`src/design/pddm_pkg.sv`:
```
// ----------------------------------------------------------------------------
// pddm_pkg
// Shared widths, angle constants, arctangent table, mode and register codes
// and cordic control struct for the polar differential drive mixer.
// ----------------------------------------------------------------------------
package pddm_pkg;

    // cordic vector width (24 fraction bits) and angle width (28 fraction bits)
    localparam int XY_W       = 32;
    localparam int ANG_W      = 34;
    localparam int ATAN_COUNT = 24;
    localparam int ATAN_IDX_W = 5;
    localparam int ATAN_W     = 28;

    localparam logic signed [ANG_W-1:0] ANG_PI         = 34'sd843314857;
    localparam logic signed [ANG_W-1:0] ANG_TWO_PI     = 34'sd1686629713;
    localparam logic signed [ANG_W-1:0] ANG_HALF_PI    = 34'sd421657428;
    localparam logic signed [ANG_W-1:0] ANG_QUARTER_PI = 34'sd210828714;

    // 1/K scaled by 2^30
    localparam logic signed [31:0] INV_K = 32'sd652032874;

    typedef enum logic [1:0] {
        MODE_STEERING = 2'd0,
        MODE_THROTTLE = 2'd1,
        MODE_BOTH     = 2'd2,
        MODE_HOLD     = 2'd3
    } drive_mode_t;

    typedef enum logic [1:0] {
        REG_STEERING_GAIN = 2'd0,
        REG_THROTTLE_GAIN = 2'd1,
        REG_ANGLE_OFFSET  = 2'd2
    } mixer_reg_t;

    typedef struct packed {
        logic load;
        logic step;
        logic vec;
    } cordic_ctl_t;

    function automatic logic [ATAN_W-1:0] atan_lut(input logic [ATAN_IDX_W-1:0] idx);
        logic [ATAN_W-1:0] val;
        case (idx)
            5'd0:    val = 28'd210828714;
            5'd1:    val = 28'd124459457;
            5'd2:    val = 28'd65760959;
            5'd3:    val = 28'd33381290;
            5'd4:    val = 28'd16755422;
            5'd5:    val = 28'd8385879;
            5'd6:    val = 28'd4193963;
            5'd7:    val = 28'd2097109;
            5'd8:    val = 28'd1048571;
            5'd9:    val = 28'd524287;
            5'd10:   val = 28'd262144;
            5'd11:   val = 28'd131072;
            5'd12:   val = 28'd65536;
            5'd13:   val = 28'd32768;
            5'd14:   val = 28'd16384;
            5'd15:   val = 28'd8192;
            5'd16:   val = 28'd4096;
            5'd17:   val = 28'd2048;
            5'd18:   val = 28'd1024;
            5'd19:   val = 28'd512;
            5'd20:   val = 28'd256;
            5'd21:   val = 28'd128;
            5'd22:   val = 28'd64;
            5'd23:   val = 28'd32;
            default: val = '0;
        endcase
        return val;
    endfunction

endpackage

```
`src/design/pddm_cordic.sv`:
```
// ----------------------------------------------------------------------------
// pddm_cordic
// Iterative shift-add cordic, one micro-rotation per step, vectoring or
// rotation mode chosen by the sequencer.
// ----------------------------------------------------------------------------
module pddm_cordic import pddm_pkg::*; #(
    parameter int CORDIC_STEPS = 16
) (
    input  logic                    aclk,
    input  logic                    aresetn,
    input  cordic_ctl_t             ctl,
    input  logic signed [XY_W-1:0]  x_in,
    input  logic signed [XY_W-1:0]  y_in,
    input  logic signed [ANG_W-1:0] z_in,
    output logic signed [XY_W-1:0]  x_out,
    output logic signed [ANG_W-1:0] z_out,
    output logic                    done
);

    localparam int IT_W = $clog2(CORDIC_STEPS + 1);

    logic signed [XY_W-1:0]  x_reg, y_reg;
    logic signed [ANG_W-1:0] z_reg;
    logic [IT_W-1:0]         iter_reg;

    logic signed [XY_W-1:0]  dx, dy, x_next, y_next;
    logic signed [ANG_W-1:0] atan_val, z_next;
    logic                    sub_x;

    always_comb begin
        dx       = y_reg >>> iter_reg;
        dy       = x_reg >>> iter_reg;
        atan_val = $signed({{(ANG_W-ATAN_W){1'b0}}, atan_lut(ATAN_IDX_W'(iter_reg))});
        // vectoring drives y toward zero, rotation drives z toward zero
        sub_x    = ctl.vec ? y_reg[XY_W-1] : ~z_reg[ANG_W-1];
        x_next   = sub_x ? x_reg - dx : x_reg + dx;
        y_next   = sub_x ? y_reg + dy : y_reg - dy;
        z_next   = sub_x ? z_reg - atan_val : z_reg + atan_val;
    end

    always_ff @(posedge aclk) begin
        if (ctl.load) begin
            x_reg <= x_in;
            y_reg <= y_in;
            z_reg <= z_in;
        end else if (ctl.step) begin
            x_reg <= x_next;
            y_reg <= y_next;
            z_reg <= z_next;
        end
    end

    always_ff @(posedge aclk) begin
        if (!aresetn) begin
            iter_reg <= '0;
        end else if (ctl.load) begin
            iter_reg <= '0;
        end else if (ctl.step) begin
            iter_reg <= iter_reg + 1'b1;
        end
    end

    assign x_out = x_reg;
    assign z_out = z_reg;
    assign done  = (iter_reg == IT_W'(CORDIC_STEPS));

endmodule

```
`src/design/polar_differential_drive_mixer.sv`:
```
// ----------------------------------------------------------------------------
// polar_differential_drive_mixer
// Keeps scaled throttle and steering levels, converts the pair to polar form,
// adds an angle offset and produces forward/reverse duties for both wheels.
// ----------------------------------------------------------------------------
// channel   | dir | handshake                  | content
// s_*       | in  | s_tvalid / s_tready        | steering, throttle word, mode in tuser
// m_*       | out | m_tvalid / m_tready        | four wheel duties
// apb       | in  | psel, penable, pready      | gains and angle offset
//
// a word goes from accept to result through three passes of the shared cordic
// plus the shared multiplier steps; with both levels zero the vectoring pass
// is skipped. s_tready is high only while the sequencer is idle. a finished
// result sits in the output register; the next word is accepted while it waits,
// and the sequencer holds at its end until the output register is free.
// aresetn is synchronous and active low; it clears levels and loads reset gains.
// ----------------------------------------------------------------------------
module polar_differential_drive_mixer import pddm_pkg::*; #(
    parameter int DUTY_BITS    = 12,
    parameter int CORDIC_STEPS = 16
) (
    input  logic                                  aclk,
    input  logic                                  aresetn,
    input  logic                                  s_tvalid,
    output logic                                  s_tready,
    input  logic [31:0]                           s_tdata,  // steering_cmd, throttle_cmd
    input  logic [1:0]                            s_tuser,  // mode
    output logic                                  m_tvalid,
    input  logic                                  m_tready,
    // left_forward_duty, left_reverse_duty, right_forward_duty, right_reverse_duty
    output logic [((4*DUTY_BITS+7)/8)*8-1:0]      m_tdata,
    input  logic                                  psel,
    input  logic                                  penable,
    input  logic                                  pwrite,
    input  logic [3:0]                            paddr,
    input  logic [31:0]                           pwdata,
    output logic [31:0]                           prdata,
    output logic                                  pready
);

    localparam int M_DATA_W = ((4*DUTY_BITS+7)/8)*8;
    localparam int P_W      = 65;
    localparam int MAG_W    = 25;

    localparam logic [DUTY_BITS-1:0] FS       = {DUTY_BITS{1'b1}};
    localparam logic [MAG_W-1:0]     MAG_ONE  = 25'd16777216;
    localparam logic signed [P_W-1:0] HALF_12 = 65'sd2048;
    localparam logic signed [P_W-1:0] HALF_24 = 65'sd8388608;
    localparam logic signed [P_W-1:0] HALF_30 = 65'sd536870912;

    localparam logic [4:0] ST_IDLE     = 5'd0;
    localparam logic [4:0] ST_MUL_S    = 5'd1;
    localparam logic [4:0] ST_MUL_T    = 5'd2;
    localparam logic [4:0] ST_LVL_T    = 5'd3;
    localparam logic [4:0] ST_VEC_LOAD = 5'd4;
    localparam logic [4:0] ST_VEC_RUN  = 5'd5;
    localparam logic [4:0] ST_MAG_MUL  = 5'd6;
    localparam logic [4:0] ST_MAG      = 5'd7;
    localparam logic [4:0] ST_RMUL     = 5'd8;
    localparam logic [4:0] ST_RX       = 5'd9;
    localparam logic [4:0] ST_PHI      = 5'd10;
    localparam logic [4:0] ST_WRAP     = 5'd11;
    localparam logic [4:0] ST_FOLD     = 5'd12;
    localparam logic [4:0] ST_ROT_LOAD = 5'd13;
    localparam logic [4:0] ST_ROT_RUN  = 5'd14;
    localparam logic [4:0] ST_DMUL     = 5'd15;
    localparam logic [4:0] ST_DUTY     = 5'd16;
    localparam logic [4:0] ST_DONE     = 5'd17;

    localparam logic [1:0] WRAP_LAST = 2'd2;

    logic [4:0] state_reg, state_next;

    // configuration
    logic signed [15:0] sgain_reg, tgain_reg;
    logic signed [14:0] offset_reg;
    logic               cfg_wr;

    // item and kept levels
    logic [1:0]         mode_reg;
    logic signed [15:0] scmd_reg, tcmd_reg;
    logic signed [19:0] steer_lvl_reg, thr_lvl_reg;

    // shared multiplier
    logic signed [32:0]    mul_a;
    logic signed [31:0]    mul_b;
    logic signed [P_W-1:0] prod_reg;

    // datapath holding registers
    logic signed [ANG_W-1:0] zv_reg, phi_reg;
    logic [MAG_W-1:0]        r_reg;
    logic signed [XY_W-1:0]  x0_reg;
    logic                    neg_reg, wheel_reg, cpos_reg, cneg_reg;
    logic [1:0]              wrap_cnt_reg;
    logic [DUTY_BITS-1:0]    lf_reg, lr_reg, rf_reg, rr_reg;
    logic [M_DATA_W-1:0]     m_data_reg;
    logic                    m_valid_reg;

    // cordic
    cordic_ctl_t             cordic_ctl;
    logic signed [XY_W-1:0]  cx_in, cy_in, cx;
    logic signed [ANG_W-1:0] cz_in, cz;
    logic                    cordic_done;

    // combinational datapath
    logic signed [P_W-1:0]   rnd12, rnd24, rnd30;
    logic signed [19:0]      lvl_new;
    logic signed [XY_W-1:0]  vx, vy, vec_x0, vec_y0;
    logic signed [ANG_W-1:0] vec_z0;
    logic                    lvl_zero;
    logic signed [34:0]      mag_raw;
    logic [MAG_W-1:0]        mag_clamped;
    logic signed [ANG_W-1:0] off_ext, phi_init, phi_wrapped, phi_folded;
    logic                    neg_fold;
    logic [XY_W-1:0]         x_abs;
    logic [40:0]             duty_raw;
    logic [DUTY_BITS-1:0]    duty_sat;
    logic                    out_free;

    assign s_tready = (state_reg == ST_IDLE);
    assign m_tvalid = m_valid_reg;
    assign m_tdata  = m_data_reg;
    assign pready   = 1'b1;
    assign cfg_wr   = psel && penable && pwrite && pready;
    assign out_free = !m_valid_reg || m_tready;

    always_comb begin
        case (paddr[3:2])
            REG_STEERING_GAIN: prdata = 32'(sgain_reg);
            REG_THROTTLE_GAIN: prdata = 32'(tgain_reg);
            REG_ANGLE_OFFSET:  prdata = 32'(offset_reg);
            default:           prdata = '0;
        endcase
    end

    // multiplier operand selection
    always_comb begin
        case (state_reg)
            ST_MUL_S: begin
                mul_a = 33'(scmd_reg);
                mul_b = 32'(sgain_reg);
            end
            ST_MUL_T: begin
                mul_a = 33'(tcmd_reg);
                mul_b = 32'(tgain_reg);
            end
            ST_MAG_MUL: begin
                mul_a = 33'(cx);
                mul_b = INV_K;
            end
            ST_RMUL: begin
                mul_a = $signed({8'b0, r_reg});
                mul_b = INV_K;
            end
            ST_DMUL: begin
                mul_a = $signed({1'b0, x_abs});
                mul_b = $signed({{(32-DUTY_BITS){1'b0}}, FS});
            end
            default: begin
                mul_a = '0;
                mul_b = '0;
            end
        endcase
    end

    always_ff @(posedge aclk) begin
        prod_reg <= P_W'(mul_a) * P_W'(mul_b);
    end

    always_comb begin
        rnd12   = prod_reg + HALF_12;
        rnd24   = prod_reg + HALF_24;
        rnd30   = prod_reg + HALF_30;
        lvl_new = rnd12[31:12];

        // left half plane is flipped, angle starts at +/- pi
        vx       = {{3{thr_lvl_reg[19]}}, thr_lvl_reg, 9'b0};
        vy       = {{3{steer_lvl_reg[19]}}, steer_lvl_reg, 9'b0};
        lvl_zero = (thr_lvl_reg == '0) && (steer_lvl_reg == '0);
        if (thr_lvl_reg[19]) begin
            vec_x0 = -vx;
            vec_y0 = -vy;
            vec_z0 = steer_lvl_reg[19] ? -ANG_PI : ANG_PI;
        end else begin
            vec_x0 = vx;
            vec_y0 = vy;
            vec_z0 = '0;
        end

        mag_raw = rnd30[64:30];
        if (mag_raw[34]) begin
            mag_clamped = '0;
        end else if (mag_raw > $signed({10'b0, MAG_ONE})) begin
            mag_clamped = MAG_ONE;
        end else begin
            mag_clamped = mag_raw[MAG_W-1:0];
        end

        off_ext  = {{(ANG_W-31){offset_reg[14]}}, offset_reg, 16'b0};
        phi_init = zv_reg + off_ext + (wheel_reg ? ANG_QUARTER_PI : -ANG_QUARTER_PI);

        if (phi_reg > ANG_PI) begin
            phi_wrapped = phi_reg - ANG_TWO_PI;
        end else if (phi_reg < -ANG_PI) begin
            phi_wrapped = phi_reg + ANG_TWO_PI;
        end else begin
            phi_wrapped = phi_reg;
        end

        // fold into the right half plane, sign restored on the duty
        if (phi_reg > ANG_HALF_PI) begin
            phi_folded = phi_reg - ANG_PI;
            neg_fold   = 1'b1;
        end else if (phi_reg < -ANG_HALF_PI) begin
            phi_folded = phi_reg + ANG_PI;
            neg_fold   = 1'b1;
        end else begin
            phi_folded = phi_reg;
            neg_fold   = 1'b0;
        end

        x_abs    = cx[XY_W-1] ? XY_W'(-cx) : XY_W'(cx);
        duty_raw = rnd24[64:24];
        duty_sat = (duty_raw > 41'(FS)) ? FS : duty_raw[DUTY_BITS-1:0];
    end

    // cordic control and load values
    always_comb begin
        cordic_ctl.load = (state_reg == ST_VEC_LOAD) || (state_reg == ST_ROT_LOAD);
        cordic_ctl.step = ((state_reg == ST_VEC_RUN) || (state_reg == ST_ROT_RUN)) &&
                          !cordic_done;
        cordic_ctl.vec  = (state_reg == ST_VEC_LOAD) || (state_reg == ST_VEC_RUN);
        if (state_reg == ST_VEC_LOAD) begin
            cx_in = vec_x0;
            cy_in = vec_y0;
            cz_in = vec_z0;
        end else begin
            cx_in = x0_reg;
            cy_in = '0;
            cz_in = phi_reg;
        end
    end

    pddm_cordic #(
        .CORDIC_STEPS(CORDIC_STEPS)
    ) u_cordic (
        .aclk    (aclk),
        .aresetn (aresetn),
        .ctl     (cordic_ctl),
        .x_in    (cx_in),
        .y_in    (cy_in),
        .z_in    (cz_in),
        .x_out   (cx),
        .z_out   (cz),
        .done    (cordic_done)
    );

    always_comb begin
        state_next = state_reg;
        case (state_reg)
            ST_IDLE:     if (s_tvalid) state_next = ST_MUL_S;
            ST_MUL_S:    state_next = ST_MUL_T;
            ST_MUL_T:    state_next = ST_LVL_T;
            ST_LVL_T:    state_next = ST_VEC_LOAD;
            ST_VEC_LOAD: state_next = lvl_zero ? ST_MAG_MUL : ST_VEC_RUN;
            ST_VEC_RUN:  if (cordic_done) state_next = ST_MAG_MUL;
            ST_MAG_MUL:  state_next = ST_MAG;
            ST_MAG:      state_next = ST_RMUL;
            ST_RMUL:     state_next = ST_RX;
            ST_RX:       state_next = ST_PHI;
            ST_PHI:      state_next = ST_WRAP;
            ST_WRAP:     if (wrap_cnt_reg == WRAP_LAST) state_next = ST_FOLD;
            ST_FOLD:     state_next = ST_ROT_LOAD;
            ST_ROT_LOAD: state_next = ST_ROT_RUN;
            ST_ROT_RUN:  if (cordic_done) state_next = ST_DMUL;
            ST_DMUL:     state_next = ST_DUTY;
            ST_DUTY:     state_next = wheel_reg ? ST_DONE : ST_PHI;
            ST_DONE:     if (out_free) state_next = ST_IDLE;
            default:     state_next = ST_IDLE;
        endcase
    end

    // control state, configuration and kept levels
    always_ff @(posedge aclk) begin
        if (!aresetn) begin
            state_reg     <= ST_IDLE;
            m_valid_reg   <= 1'b0;
            sgain_reg     <= 16'sd4096;
            tgain_reg     <= 16'sd4096;
            offset_reg    <= '0;
            steer_lvl_reg <= '0;
            thr_lvl_reg   <= '0;
        end else begin
            state_reg <= state_next;
            if (cfg_wr) begin
                case (paddr[3:2])
                    REG_STEERING_GAIN: sgain_reg  <= pwdata[15:0];
                    REG_THROTTLE_GAIN: tgain_reg  <= pwdata[15:0];
                    REG_ANGLE_OFFSET:  offset_reg <= pwdata[14:0];
                    default: ;
                endcase
            end
            if (state_reg == ST_MUL_T &&
                (mode_reg == MODE_STEERING || mode_reg == MODE_BOTH)) begin
                steer_lvl_reg <= lvl_new;
            end
            if (state_reg == ST_LVL_T &&
                (mode_reg == MODE_THROTTLE || mode_reg == MODE_BOTH)) begin
                thr_lvl_reg <= lvl_new;
            end
            if (state_reg == ST_DONE && out_free) begin
                m_valid_reg <= 1'b1;
            end else if (m_tready) begin
                m_valid_reg <= 1'b0;
            end
        end
    end

    // datapath payload
    always_ff @(posedge aclk) begin
        case (state_reg)
            ST_IDLE: begin
                if (s_tvalid) begin
                    mode_reg <= s_tuser;
                    scmd_reg <= s_tdata[15:0];
                    tcmd_reg <= s_tdata[31:16];
                end
            end
            ST_MAG_MUL: zv_reg <= cz;
            ST_MAG:     r_reg  <= mag_clamped;
            ST_RX: begin
                x0_reg    <= rnd30[30+XY_W-1:30];
                wheel_reg <= 1'b0;
            end
            ST_PHI: begin
                phi_reg      <= phi_init;
                wrap_cnt_reg <= '0;
            end
            ST_WRAP: begin
                phi_reg      <= phi_wrapped;
                wrap_cnt_reg <= wrap_cnt_reg + 1'b1;
            end
            ST_FOLD: begin
                phi_reg <= phi_folded;
                neg_reg <= neg_fold;
            end
            ST_DMUL: begin
                cpos_reg <= (|cx) && (cx[XY_W-1] == neg_reg);
                cneg_reg <= (|cx) && (cx[XY_W-1] != neg_reg);
            end
            ST_DUTY: begin
                if (wheel_reg) begin
                    rf_reg <= cpos_reg ? duty_sat : '0;
                    rr_reg <= cneg_reg ? duty_sat : '0;
                end else begin
                    lf_reg <= cpos_reg ? duty_sat : '0;
                    lr_reg <= cneg_reg ? duty_sat : '0;
                end
                wheel_reg <= 1'b1;
            end
            ST_DONE: begin
                if (out_free) begin
                    m_data_reg <= M_DATA_W'({rr_reg, rf_reg, lr_reg, lf_reg});
                end
            end
            default: ;
        endcase
    end

    // one word in flight at a time
    a_single_item: assert property (@(posedge aclk) disable iff (!aresetn)
        s_tvalid && s_tready |=> !s_tready)
        else $error("second word accepted while busy");

    // a wheel never drives both channels
    a_one_channel: assert property (@(posedge aclk) disable iff (!aresetn)
        m_tvalid |-> !((m_tdata[DUTY_BITS-1:0] != '0) &&
                       (m_tdata[2*DUTY_BITS-1:DUTY_BITS] != '0)) &&
                     !((m_tdata[3*DUTY_BITS-1:2*DUTY_BITS] != '0) &&
                       (m_tdata[4*DUTY_BITS-1:3*DUTY_BITS] != '0)))
        else $error("forward and reverse both active");

    a_mag_clamped: assert property (@(posedge aclk) disable iff (!aresetn)
        state_reg == ST_RMUL |-> r_reg <= MAG_ONE)
        else $error("magnitude above one");

    a_phi_wrapped: assert property (@(posedge aclk) disable iff (!aresetn)
        state_reg == ST_FOLD |-> (phi_reg <= ANG_PI) && (phi_reg >= -ANG_PI))
        else $error("angle not wrapped into range");

    a_cordic_step: assert property (@(posedge aclk) disable iff (!aresetn)
        cordic_ctl.step |-> !cordic_done && !cordic_ctl.load)
        else $error("cordic stepped past its last iteration");

endmodule
```
`config.mk`:
```
export PLATFORM = sky130hd
export DESIGN_NAME = polar_differential_drive_mixer
export DESIGN_NICKNAME = d
export VERILOG_FILES = /design/src/design/pddm_pkg.sv /design/src/design/pddm_cordic.sv /design/src/design/polar_differential_drive_mixer.sv
export SDC_FILE = /design/constraint.sdc
export NUM_CORES = 2
export LEC_CHECK = 0
export ABC_AREA = 1
export BUFFER_PORTS_ARGS = -buffer_cell sky130_fd_sc_hd__buf_4
export CORE_ASPECT_RATIO = 1.75
export CORE_MARGIN = 4
export CORE_UTILIZATION = 52
export CTS_BUF_LIST = sky130_fd_sc_hd__clkbuf_8
export DETAILED_ROUTE_END_ITERATION = 7
export GPL_TIMING_DRIVEN = 0
export PLACE_DENSITY = 0.78
export RECOVER_POWER = 100
export SYNTH_ARGS = -nofsm -noshare
export SYNTH_HDL_FRONTEND = slang
export SYNTH_SLANG_ARGS = --single-unit
```
`constraint.sdc`:
```
create_clock -name aclk -period 8.4 [get_ports aclk]
set_input_delay 0 -clock aclk [delete_from_list [all_inputs] [get_ports aclk]]
set_output_delay 0 -clock aclk [all_outputs]
set_load 0.03 [all_outputs]
```
==> impl_metrics.env, run 1 <==
export IMPL_run_status="did not finish"
export IMPL_failed_stage="global routing"
export IMPL_error="[ERROR GRT-0116] Global routing finished with congestion. Check the congestion regions in the DRC Viewer."
export IMPL_clockRootBuffer="clkbuf_8"
export IMPL_synthAdderAreaFrac_pct=35.0
export IMPL_async_flop_share_pct=0
export IMPL_start_util_pct=52.5
export IMPL_synth_edf_count=359
export IMPL_grt_pass1_vias=84400
export IMPL_synth_top_family_by_area="adder cells"
export IMPL_place_area_um2=79300
export IMPL_io_pins=160
export IMPL_synth_cell_type_count=72
export IMPL_ys_seq_elements=539
export IMPL_synth_area_mux_share_pct=0.0265
export IMPL_clock_path_buffers=3
export IMPL_synthSimpleGateAreaFrac_pct=21.3
export IMPL_dp_cells=11700
export IMPL_synth_compound_area_share_pct=9.95
export IMPL_num_rows=184
export IMPL_die_h_um=512
export IMPL_synth_warnings=0
export IMPL_grt_max_degree=57
export IMPL_clock_sinks=539
export IMPL_dp_hpwl_um=307000
export IMPL_grt_use_total_pct=55.1
export IMPL_port_buffers=140
export IMPL_synth_cells=9641
export IMPL_overflow=50
export IMPL_syn_area_per_cell_um2=7.84
export IMPL_grt_pass1_wl_um=597000
export IMPL_synth_main_ff_cell="edfxtp_1"
export IMPL_htree_levels=3
export IMPL_gp_congestion=1.18
export IMPL_yosys_area_share_xor_xnor_pct=3.78
export IMPL_die_x_um=296
export IMPL_numCtsBuffers=86
export IMPL_yosysSeqAreaShare_pct=19.0
export IMPL_synth_area_um2=75600
==> synthesized netlist by cell type (all sizes together), types with 2 or more instances <==
master   instances  area, um2
nand3b          12        103
ha             391       4890
conb             2       7.51
and3             7       43.8
a21oi          551       2760
nand2         1883       7140
o21a            22        165
a211oi           9       67.6
o21ai          498       2500
o2111ai          5       43.8
o221ai          24        210
nor2          1077       4220
o21bai          25        191
a21boi          12       90.1
xnor2           80        701
o32ai            4       35.0
or2             51        319
o22ai           15        114
buf            110        668
xor2           246       2150
o31ai           17        128
a31oi           41        257
a21o            17        128
o211ai          45        353
o311ai           2       17.5
clkinv          10       37.5
nor3           119        621
a22o             4       35.0
a311oi           2       17.5
a221oi          35        319
a32o             6       60.1
mux2i            2       20.0
dfxtp          180       3600
and2             2       12.5
nor3b            5       37.5
nand4           68        425
nand3          572       2930
inv           1821       6840
fa            1077      21600
clkbuf         191        719
edfxtp         359      10800
nor4            37        238
==> routing by layer <==
| metal | GRT overflow | track usage (%) |
|---|---|---|
| met4 | 30 | 65.7 |
| met2 | 20 | 82.7 |
| met1 | 0 | 50.8 |
| met5 | 0 | 2.18 |
| met3 | 0 | 24.4 |
==> stage by stage <==
stage	setup WS, ns	util, %
4_1_cts	-0.502	60.3
3_5_place_dp	-3.63	55.0
2_1_floorplan	0.105	-
3_3_place_gp	-3.54	54.8
==> cell families after synthesis <==
| family | Yosys count |
|---|---|
| simple gates | 3834 |
| buf+inv | 2132 |
| fa+ha+maj | 1468 |
| compound gates | 1338 |
| flops | 539 |
| xor+xnor | 326 |
| other cells | 2 |
| mux | 2 |
==> repair_timing <==
action	CTS
buffers inserted	167
gates cloned	5
resized for setup	834
pin swaps	196
setup endpoints to repair	54
hold endpoints to repair	142
hold buffers	110
==> inputs of run 2 (changes only) <==
--- a/config.mk
+++ b/config.mk
@@ -7,13 +7,11 @@
 export LEC_CHECK = 0
 export ABC_AREA = 1
 export BUFFER_PORTS_ARGS = -buffer_cell sky130_fd_sc_hd__buf_4
-export CORE_ASPECT_RATIO = 1.75
 export CORE_MARGIN = 4
-export CORE_UTILIZATION = 52
-export CTS_BUF_LIST = sky130_fd_sc_hd__clkbuf_8
+export CORE_UTILIZATION = 37
 export DETAILED_ROUTE_END_ITERATION = 7
 export GPL_TIMING_DRIVEN = 0
-export PLACE_DENSITY = 0.78
+export PLACE_DENSITY_LB_ADDON = 0.15
 export RECOVER_POWER = 100
 export SYNTH_ARGS = -nofsm -noshare
 export SYNTH_HDL_FRONTEND = slang
==> constraint.sdc (replaced) <==
create_clock -name aclk -period 10.9 [get_ports aclk]
set_input_delay 0 -clock aclk [delete_from_list [all_inputs] [get_ports aclk]]
set_output_delay 0 -clock aclk [all_outputs]
set_load 0.03 [all_outputs]
==> impl_metrics.env, run 2 <==
export IMPL_powerDensity_nw_per_um2=106
export IMPL_grt_max_degree=36
export IMPL_yosys_area_top_type="fa_1"
export IMPL_gp_congestion=1.01
export IMPL_async_flop_share_pct=0
export IMPL_tightest_slew_ns=2.50
export IMPL_maxSlewHeadroom_pct=-67.2
export IMPL_synth_area_um2=75600
export IMPL_crit_slowest_cell="nor2_1"
export IMPL_numCtsBuffers=60
export IMPL_post_place_ws_ns=-0.596
export IMPL_drc=0
export IMPL_whs_ns=0.0527
export IMPL_slew_violations=350
export IMPL_syn_area_per_cell_um2=7.84
export IMPL_cts_tree="yes"
export IMPL_worstHoldPathCells=5
export IMPL_port_buffers=140
export IMPL_wire_per_inst_um=24.4
export IMPL_n_antenna_cell=0
export IMPL_fin_crit_sh_pct=96.9
export IMPL_clock_path_buffers=3
export IMPL_cpMostUsedCell="fa_1"
export IMPL_synth_warnings=0
export IMPL_die_x_um=460
export IMPL_worstPathArrival_ns=11.15
export IMPL_layout_common_cells="nand2_1 (1,863), inv_1 (1,789), fa_1 (1,075)"
export IMPL_worstPathRequired_ns=11.49
export IMPL_hold_end="tgain_reg[4]$_SDFFE_PN0P_"
export IMPL_core_area_um2=203000
export IMPL_io_pins=160
export IMPL_die_area_um2=212000
export IMPL_period_needed_ns=10.56
export IMPL_synth_main_ff_cell="edfxtp_1"
export IMPL_yosys_area_top_type_share_pct=28.5
export IMPL_rr_endpoint="prod_reg[50]$_DFF_P_"
export IMPL_criticalPathCategory="reg2reg"
export IMPL_vias=67400
export IMPL_drt_first_iter_violations=6397
export IMPL_reg2reg_from="state_reg[4]$_SDFFE_PN0P_"
export IMPL_grt_pass1_vias=68300
export IMPL_run_status="finished, violations left"
export IMPL_synth_most_common_cell="nand2_1"
export IMPL_htree_levels=2
export IMPL_start_util_pct=37.3
export IMPL_clock_latency_ns=0.72
export IMPL_cap_viol_max_count=13
export IMPL_viasPerCell=5.32
export IMPL_final_nets=11500
export IMPL_max_stage_delay_ns=1.22
export IMPL_worst_slack_ns=0.338
export IMPL_hold_class="in2reg"
export IMPL_critPathLaunchType="register"
export IMPL_die_h_um=460
export IMPL_grt_use_total_pct=29.0
export IMPL_rrSetupSlack_ns=0.34
export IMPL_overflow=0
export IMPL_min_from="pwrite"
export IMPL_largest_reg_flops=54
export IMPL_num_fill_cells=21300
export IMPL_synthTopCellsByArea="fa_1 (29%), edfxtp_1 (14%), nand2_1 (9.2%)"
export IMPL_cp_max_fo=10
export IMPL_first_pass_iters=6
export IMPL_clock_sinks=539
export IMPL_synth_cells=9641
export IMPL_dp_hpwl_um=264000
export IMPL_area_growth_pct=9.50
export IMPL_fin_area_um2=82800
export IMPL_yosysSeqAreaShare_pct=19.0
export IMPL_final_common_cell="nand2_1"
export IMPL_hold_violations=0
export IMPL_wl_um=310000
export IMPL_antenna_found_initial=4
export IMPL_num_rows=165
export IMPL_place_area_um2=80300
export IMPL_grt_pass1_wl_um=455000
export IMPL_ir_worst_vdd_mv=0.140
export IMPL_rsz0062_at_grt="no"
export IMPL_setup_violations=0
export IMPL_clockRootBuffer="clkbuf_16"
export IMPL_synth_cell_type_count=72
export IMPL_r2r_cells=33
export IMPL_synthTopCellsByCount="nand2_1 (1,860), inv_1 (1,793), fa_1 (1,077)"
export IMPL_final_antenna_net_count=0
export IMPL_max_freq_mhz=94.7
export IMPL_skew_ns=0.0431
export IMPL_ys_seq_elements=539
export IMPL_violations="max-capacitance violations, max-slew violations"
export IMPL_drive_gt1_share_pct=4.34
export IMPL_synth_edf_count=359
export IMPL_end_kind="register"
export IMPL_clk_pin_slew_ns=0.07
export IMPL_p_leak_nw=39.5
run 2: cell counts after synthesis:
No cell type changed its count.
run 2: power by group:
group | internal, W | switching, W | total, W
clock | 0.00127 | 0.000965 | 0.00223
combinational | 0.00112 | 0.00283 | 0.00395
sequential | 0.00242 | 0.000207 | 0.00263
run 2: worst max-delay path by stage:
stage,start,to,slack [ns],cells past startpoint
after global routing,state_reg[4]$_SDFFE_PN0P_,prod_reg[63]$_DFF_P_,0.02,31
final,state_reg[4]$_SDFFE_PN0P_,prod_reg[50]$_DFF_P_,0.34,33
after floorplan,state_reg[4]$_SDFFE_PN0P_,prod_reg[61]$_DFF_P_,2.19,29
after global placement,state_reg[4]$_SDFFE_PN0P_,prod_reg[63]$_DFF_P_,-0.72,27
after CTS,state_reg[1]$_SDFFE_PN0P_,prod_reg[63]$_DFF_P_,0.02,31
after detailed placement,u_cordic.x_out[31]$_DFFE_PP_,prod_reg[50]$_DFF_P_,-0.60,32
run 2: what timing repair did:
| action | 4_1_cts | 5_1_grt |
|---|---|---|
| endpoints found under the setup margin | 26 | 32 |
| hold endpoints to repair | 104 | 0 |
| gates cloned | 0 | 0 |
| setup buffers | 0 | 3 |
| resized for setup | 12 | 58 |
| hold buffers | 86 | 0 |
run 2: critical path, delay by kind of cell, from the launching register on:
family	cells	cell delay, ns
compound gates	1	0.33
simple gates	14	3.77
flops	1	0.37
fa+ha+maj	9	4.74
buf+inv	9	1.20
run 2: kinds of logic after synthesis:
| family | synth area share, % |
|---|---|
| fa+ha+maj | 35.0 |
| other cells | 0.00993 |
| buf+inv | 10.9 |
| mux | 0.0265 |
| flops | 19.0 |
| simple gates | 21.3 |
| compound gates | 9.95 |
| xor+xnor | 3.78 |
run 2: layer usage:
metal  vias up  track usage [%]  wire (um)
met5         -                0         13
met4         2             14.1      18800
met3       562             3.16      17700
met2      2373             47.9     143000
met1     33400             37.9     130000
li1      31000                -          -
run 2: cell type report:
cell class,count,area [um2],share of cell area (%)
Tap cell,2672,3340,4.04
Clock inverter,47,588,0.710
Multi-Input combinational cell,6972,52900,63.9
Inverter,1831,6910,8.35
Timing Repair Buffer,246,1720,2.08
Buffer,297,1370,1.66
Clock buffer,67,1540,1.86
Sequential cell,539,14400,17.4
run 2: stage by stage:
stage / utilization (%) / std cells / setup TNS (ns) / total power, W
detailed placement: 39.6 / 12500 / -6.55 / 0.00659
floorplan: - / 9643 / 0 / 0.00499
global placement: 39.5 / 12500 / -12.34 / 0.00657
CTS: 41.1 / 12700 / 0 / 0.00887
finish: 40.8 / 12700 / 0 / 0.00880
global route: 40.8 / 12700 / 0 / 0.00928
Note: power is estimated with default switching activity, not from simulation.
